==> config.mk <==
export PLATFORM = sky130hd
export DESIGN_NAME = itlrm_ctrl
export DESIGN_NICKNAME = d
export VERILOG_FILES = /design/src/rtl/itlrm_pkg.sv /design/src/rtl/itlrm_ctrl.sv
export SDC_FILE = /design/constraint.sdc
export NUM_CORES = 1
export LEC_CHECK = 0
export BUFFER_PORTS_ARGS = -buffer_cell sky130_fd_sc_hd__buf_2
export CORE_AREA = 2 2 39 41
export DETAILED_ROUTE_END_ITERATION = 16
export DIE_AREA = 0 0 41 43
export GPL_TIMING_DRIVEN = 0
export HOLD_SLACK_MARGIN = 0.12
export PLACE_DENSITY_LB_ADDON = 0.1
export SETUP_SLACK_MARGIN = 0.2
export SLEW_MARGIN = 20
export SYNTH_ARGS = -nofsm -noshare
export SYNTH_HDL_FRONTEND = slang
export SYNTH_SLANG_ARGS = --single-unit
==> constraint.sdc <==
create_clock -name clock -period 3.1 [get_ports clock]
set_input_delay 0.155 -clock clock [delete_from_list [all_inputs] [get_ports clock]]
set_output_delay 0.155 -clock clock [all_outputs]
set_load 0.02 [all_outputs]
==> src/rtl/itlrm_pkg.sv <==
// Shared types and constants for the I/O trace log with repeat merging.
// Holds the stream word layouts, ring entry layout and the controller links.
// No dependencies.
package itlrm_pkg;

   // Ring geometry (depth must be a power of two)
   localparam int LOG_DEPTH = 64;
   localparam int LOOKBACK  = 8;
   localparam int RING_AW   = $clog2(LOG_DEPTH);
   localparam int BACK_W    = $clog2(LOOKBACK + 2);

   // Fixed field widths
   localparam int SLOT_W     = 6;
   localparam int KIND_W     = 2;
   localparam int STATUS_W   = 3;
   localparam int REQ_DATA_W = 96;
   localparam int RSP_DATA_W = 208;

   // Request kinds carried on req_tuser
   typedef enum logic [KIND_W-1:0] {
      KIND_LOG   = 2'd0,
      KIND_READ  = 2'd1,
      KIND_CLEAR = 2'd2
   } kind_type;

   // Result status carried on rsp_tuser
   typedef enum logic [STATUS_W-1:0] {
      RSP_APPENDED   = 3'd0,
      RSP_MERGED     = 3'd1,
      RSP_READ_VALID = 3'd2,
      RSP_READ_EMPTY = 3'd3,
      RSP_CLEARED    = 3'd4
   } rsp_status_type;

   // Commit operation selected by the controller
   typedef enum logic [1:0] {
      OP_APPEND,
      OP_MERGE,
      OP_READ,
      OP_CLEAR
   } op_type;

   // Request word, lowest field last
   typedef struct packed {
      logic [5:0]        pad;
      logic [SLOT_W-1:0] slot_index;
      logic [15:0]       code_offset;
      logic [15:0]       code_segment;
      logic [31:0]       data_value;
      logic [15:0]       port_number;
      logic [2:0]        access_size;
      logic              access_dir;
   } req_data_type;

   // Result word, lowest field last
   typedef struct packed {
      logic [5:0]        pad;
      logic [15:0]       recent_port;
      logic [31:0]       entries_written;
      logic [31:0]       trap_total;
      logic [31:0]       entry_repeats;
      logic [31:0]       entry_location;
      logic [31:0]       entry_value;
      logic [15:0]       entry_port;
      logic [2:0]        entry_size;
      logic              entry_dir;
      logic [SLOT_W-1:0] slot_used;
   } rsp_data_type;

   // One ring entry
   typedef struct packed {
      logic        dir;
      logic [2:0]  size;
      logic [15:0] port;
      logic [31:0] value;
      logic [31:0] location;
      logic [31:0] repeats;
   } entry_type;

   // Controller to datapath
   typedef struct packed {
      logic   capture;
      logic   issue_look;
      logic   issue_read;
      logic   commit;
      op_type op;
   } ctrl_cmd_type;

   // Datapath to controller
   typedef struct packed {
      logic [KIND_W-1:0] kind;
      logic              hit;
      logic              more;
      logic              out_free;
   } ctrl_stat_type;

endpackage

==> src/rtl/itlrm_ctrl.sv <==
// Sequencing controller for the I/O trace log.
// Walks the lookback entries and schedules the commit of each word.
// Depends on itlrm_pkg.
module itlrm_ctrl (
   input  logic                     clock,
   input  logic                     reset,
   input  logic                     req_tvalid,
   output logic                     req_tready,
   input  itlrm_pkg::ctrl_stat_type stat,
   output itlrm_pkg::ctrl_cmd_type  cmd
);

   typedef enum logic [1:0] {
      S_IDLE,
      S_LOOK,
      S_READ,
      S_FINISH
   } state_type;

   state_type          state_ff;
   logic               pend_ff;
   itlrm_pkg::op_type  op_ff;
   logic               accept;

   // Decode commands from the current state
   always_comb begin
      req_tready     = (state_ff == S_IDLE);
      accept         = req_tvalid && req_tready;
      cmd.capture    = 1'b0;
      cmd.issue_look = 1'b0;
      cmd.issue_read = 1'b0;
      cmd.commit     = 1'b0;
      cmd.op         = op_ff;
      unique case (state_ff)
         S_IDLE: begin
            cmd.capture = accept;
         end
         S_LOOK: begin
            cmd.issue_look = !(pend_ff && stat.hit) && stat.more;
         end
         S_READ: begin
            cmd.issue_read = 1'b1;
         end
         S_FINISH: begin
            cmd.commit = stat.out_free;
         end
         default: begin
         end
      endcase
   end

   // Advance the sequence
   always_ff @(posedge clock) begin
      if (reset) begin
         state_ff <= S_IDLE;
         pend_ff  <= 1'b0;
         op_ff    <= itlrm_pkg::OP_APPEND;
      end else begin
         unique case (state_ff)
            S_IDLE: begin
               if (accept) begin
                  unique case (stat.kind)
                     itlrm_pkg::KIND_LOG: begin
                        state_ff <= S_LOOK;
                        pend_ff  <= 1'b0;
                     end
                     itlrm_pkg::KIND_READ: begin
                        state_ff <= S_READ;
                     end
                     itlrm_pkg::KIND_CLEAR: begin
                        state_ff <= S_FINISH;
                        op_ff    <= itlrm_pkg::OP_CLEAR;
                     end
                     default: begin
                        // unknown kind: drop the word
                        state_ff <= S_IDLE;
                     end
                  endcase
               end
            end
            S_LOOK: begin
               if (pend_ff && stat.hit) begin
                  state_ff <= S_FINISH;
                  op_ff    <= itlrm_pkg::OP_MERGE;
               end else if (stat.more) begin
                  pend_ff <= 1'b1;
               end else begin
                  state_ff <= S_FINISH;
                  op_ff    <= itlrm_pkg::OP_APPEND;
               end
            end
            S_READ: begin
               state_ff <= S_FINISH;
               op_ff    <= itlrm_pkg::OP_READ;
            end
            S_FINISH: begin
               if (stat.out_free) begin
                  state_ff <= S_IDLE;
               end
            end
            default: begin
               state_ff <= S_IDLE;
            end
         endcase
      end
   end

endmodule

==> parameters.txt <==
Parameter                              Value

Timing
  Worst setup slack after layout    1.36 ns
  Final-report setup violation count    0
  Unrepaired setup endpoints after global routing    false
  Fraction of the cycle the final worst path needs    56.0%
  Worst setup skew after layout    0.00229 ns
  Transition time of the tightest slew-check pin    0.353 ns
  Setup Total Neg Slack    0 ns
  Slew Viols, Final    0
  Worst rel slew slack    76.5%
  Highest clock frequency the design can meet    0.576 GHz
  Post-layout minimum cycle time    1.74 ns
  Final Hold Viols    0

Drt
  DR pass1 iterations    2
  Wire length per cell after detailed routing    10.6 um
  Highest routed layer    met3
  Mean number of vias per cell    4.65
  DRC violation count after routing    0
  Sum of met3 wire segment lengths after detailed routing    34 um
  Detailed-route wire length    873 um
  Detailed router's first-iteration violation count    2
  Overall via count from detail_route    381
  Met1 routed wirelength after detailed routing    360 um
  Met2 wire len    479 um
  Post-detailed-route count of antenna-violating nets    0

Clock tree
  CTS Root Buffer Type    clkbuf_4
  Clock transition at path regs    0.04 ns
  CTS resizes    0
  Buffer levels on the longest clock path    2
  Clock buffers created by TritonCTS    3
  Post-CTS Setup Bufs    0
  Sink Count    5
  # H-tree levels    1
  Clock tree from TritonCTS    built
  Clock insertion delay at the later pin of the skew report    0.24 ns
  Number of buffers inserted for hold repair after clock tree synthesis    0

Floorplanning
  Chip height    43 um
  Number of rows created at floorplan    14
  I/O pin cnt    15
  Die Outline Area    1760 um2
  Core Footprint    1380 um2
  Effective utilization at floorplan    31.6%
  Horizontal die dimension    41 um

Worst setup path
  CP Class    register to register
  CP endpoint kind    register
  CP Max Fanout    7
  Required time at the endpoint of the critical path    3.25 ns
  Critical Path Start Type    register
  Arrival time reported for the critical path endpoint    1.89 ns

Yosys
  Cells after synthesis    48
  Mapped cell area    437 um2
  Average cell area after synthesis    9.10 um2
  Flops & latches, synth    5
  Synthesized netlist net count    65
  Register area share after synthesis    22.9%
  Warnings from Yosys    0
  Yosys cell types    20

Place
  Number of I/O port buffers    14
  Routability congestion estimate from global placement    0.687
  Post-Place Worst Slack    1.34 ns
  Detailed placer's ending HPWL    771 um

Global routing
  Wire length of the first global-routing pass    1460 um
  Total gr overflow    0
  GRT Resource Usage Total    11.9%
  Number of antenna violations at the first check in global routing    0
  Maximum number of pins on one net before global-route repair    8
  Number of global-route vias before repair    376

Flow run
  Max_cap viols    0

Pwr
  Cell area power density    847 nW/um2
  Largest voltage drop on the vdd net    0.245 mV
  Power, Total    0.468 mW
  Pleak    0.281 nW

Cells and area
  Net count, final    84
  Ant. Diodes    0
  Fraction of layout instances using a drive strength above 1    31.8%
  Synth-to-Final Area Change    26.6%
  Commonest cells after routing, fill and taps aside    14 x buf_2, 9 x ha_1, 6 x nor2_1
  Filler Cell Count    143
  Most frequent standard cell in the layout excluding fill and tap cells    buf_2

Run status
  Outcome    finished, final reports clean

Hold path
  Class of the most critical hold timing path    input pin to register
## final cells by class
type	count	area (um2)	share of cell area, %
multi-input cells	38	318	57.5
flip-flops and latches	5	100	18.1
repair buffers	14	70.1	12.7
clock buffers	4	26.3	4.75
well taps	16	20.0	3.62
inverters	5	18.8	3.39
## state kept, by name, indices dropped and copies added, names as in the netlist
signal,flops
op_ff,2
pend_ff,1
state_ff,2
## cells by family after synthesis
group / Yosys count / synth area share (%)
and+or+nand+nor: 21 / 28.1
adders and majority gates: 9 / 25.8
AOI/OAI and AO/OA: 8 / 18.9
buffers and inverters: 5 / 4.30
DFF: 5 / 22.9
## critical path, stage by stage (launching register included)
cell and delay, ns:
dfxtp_1 0.38, inv_1 0.12, ha_1 0.28, nor2b_4 0.16, a2111oi_4 0.40, nor2_1 0.07
a311oi_1 0.24
## worst paths after layout
path / from / to / slack [ns] / depth (start not counted)
worst max-delay path: state_ff[0] / op_ff[0] / 1.36 / 6
worst min-delay path: reset / op_ff[1] / 0.14 / 2
worst min register to register: op_ff[0] / op_ff[0] / 0.49 / 2
worst max register to register: state_ff[0] / op_ff[0] / 1.36 / 6
## routing by layer
layer	vias to the layer above	GRT usage, %
li1	200	-
met1	172	11.8
met2	9	22.8
met3	0	3.14
met4	0	2.00
met5	-	0
## where the power goes
| part | internal (mW) | leakage (nW) | switching (mW) |
|---|---|---|---|
| Combinational | 0.124 | 0.225 | 0.163 |
| Sequential | 0.0881 | 0.0413 | 0.0185 |
| Clock | 0.0486 | 0.0150 | 0.0258 |
| Total | 0.261 | 0.281 | 0.207 |
## synth_stat cells, drive strengths merged
cell type,n,area (um2)
inv,5,18.8
nor2,6,22.5
or2b,1,7.51
dfxtp,5,100
ha,9,113
a32oi,1,8.76
and2,4,28.8
nor2b,2,20.0
a221o,1,10.0
nand2,3,11.3
nand2b,3,18.8
nand4b,1,8.76
o21ai,1,5.00
a2111oi,1,27.5
nand3,1,5.00
a311oi,1,8.76
a211oi,3,22.5
## per-stage QoR
stage	hold slack (ns)	utilization, %	instances	area, um2
detailed placement	0.393	38.1	78	527
global route	0.143	40.0	82	553
global placement	0.397	38.1	78	527
finish	0.139	40.0	82	553
CTS	0.135	40.0	82	553
floorplan	0.227	-	48	437
(Power assumes the default switching activity.)
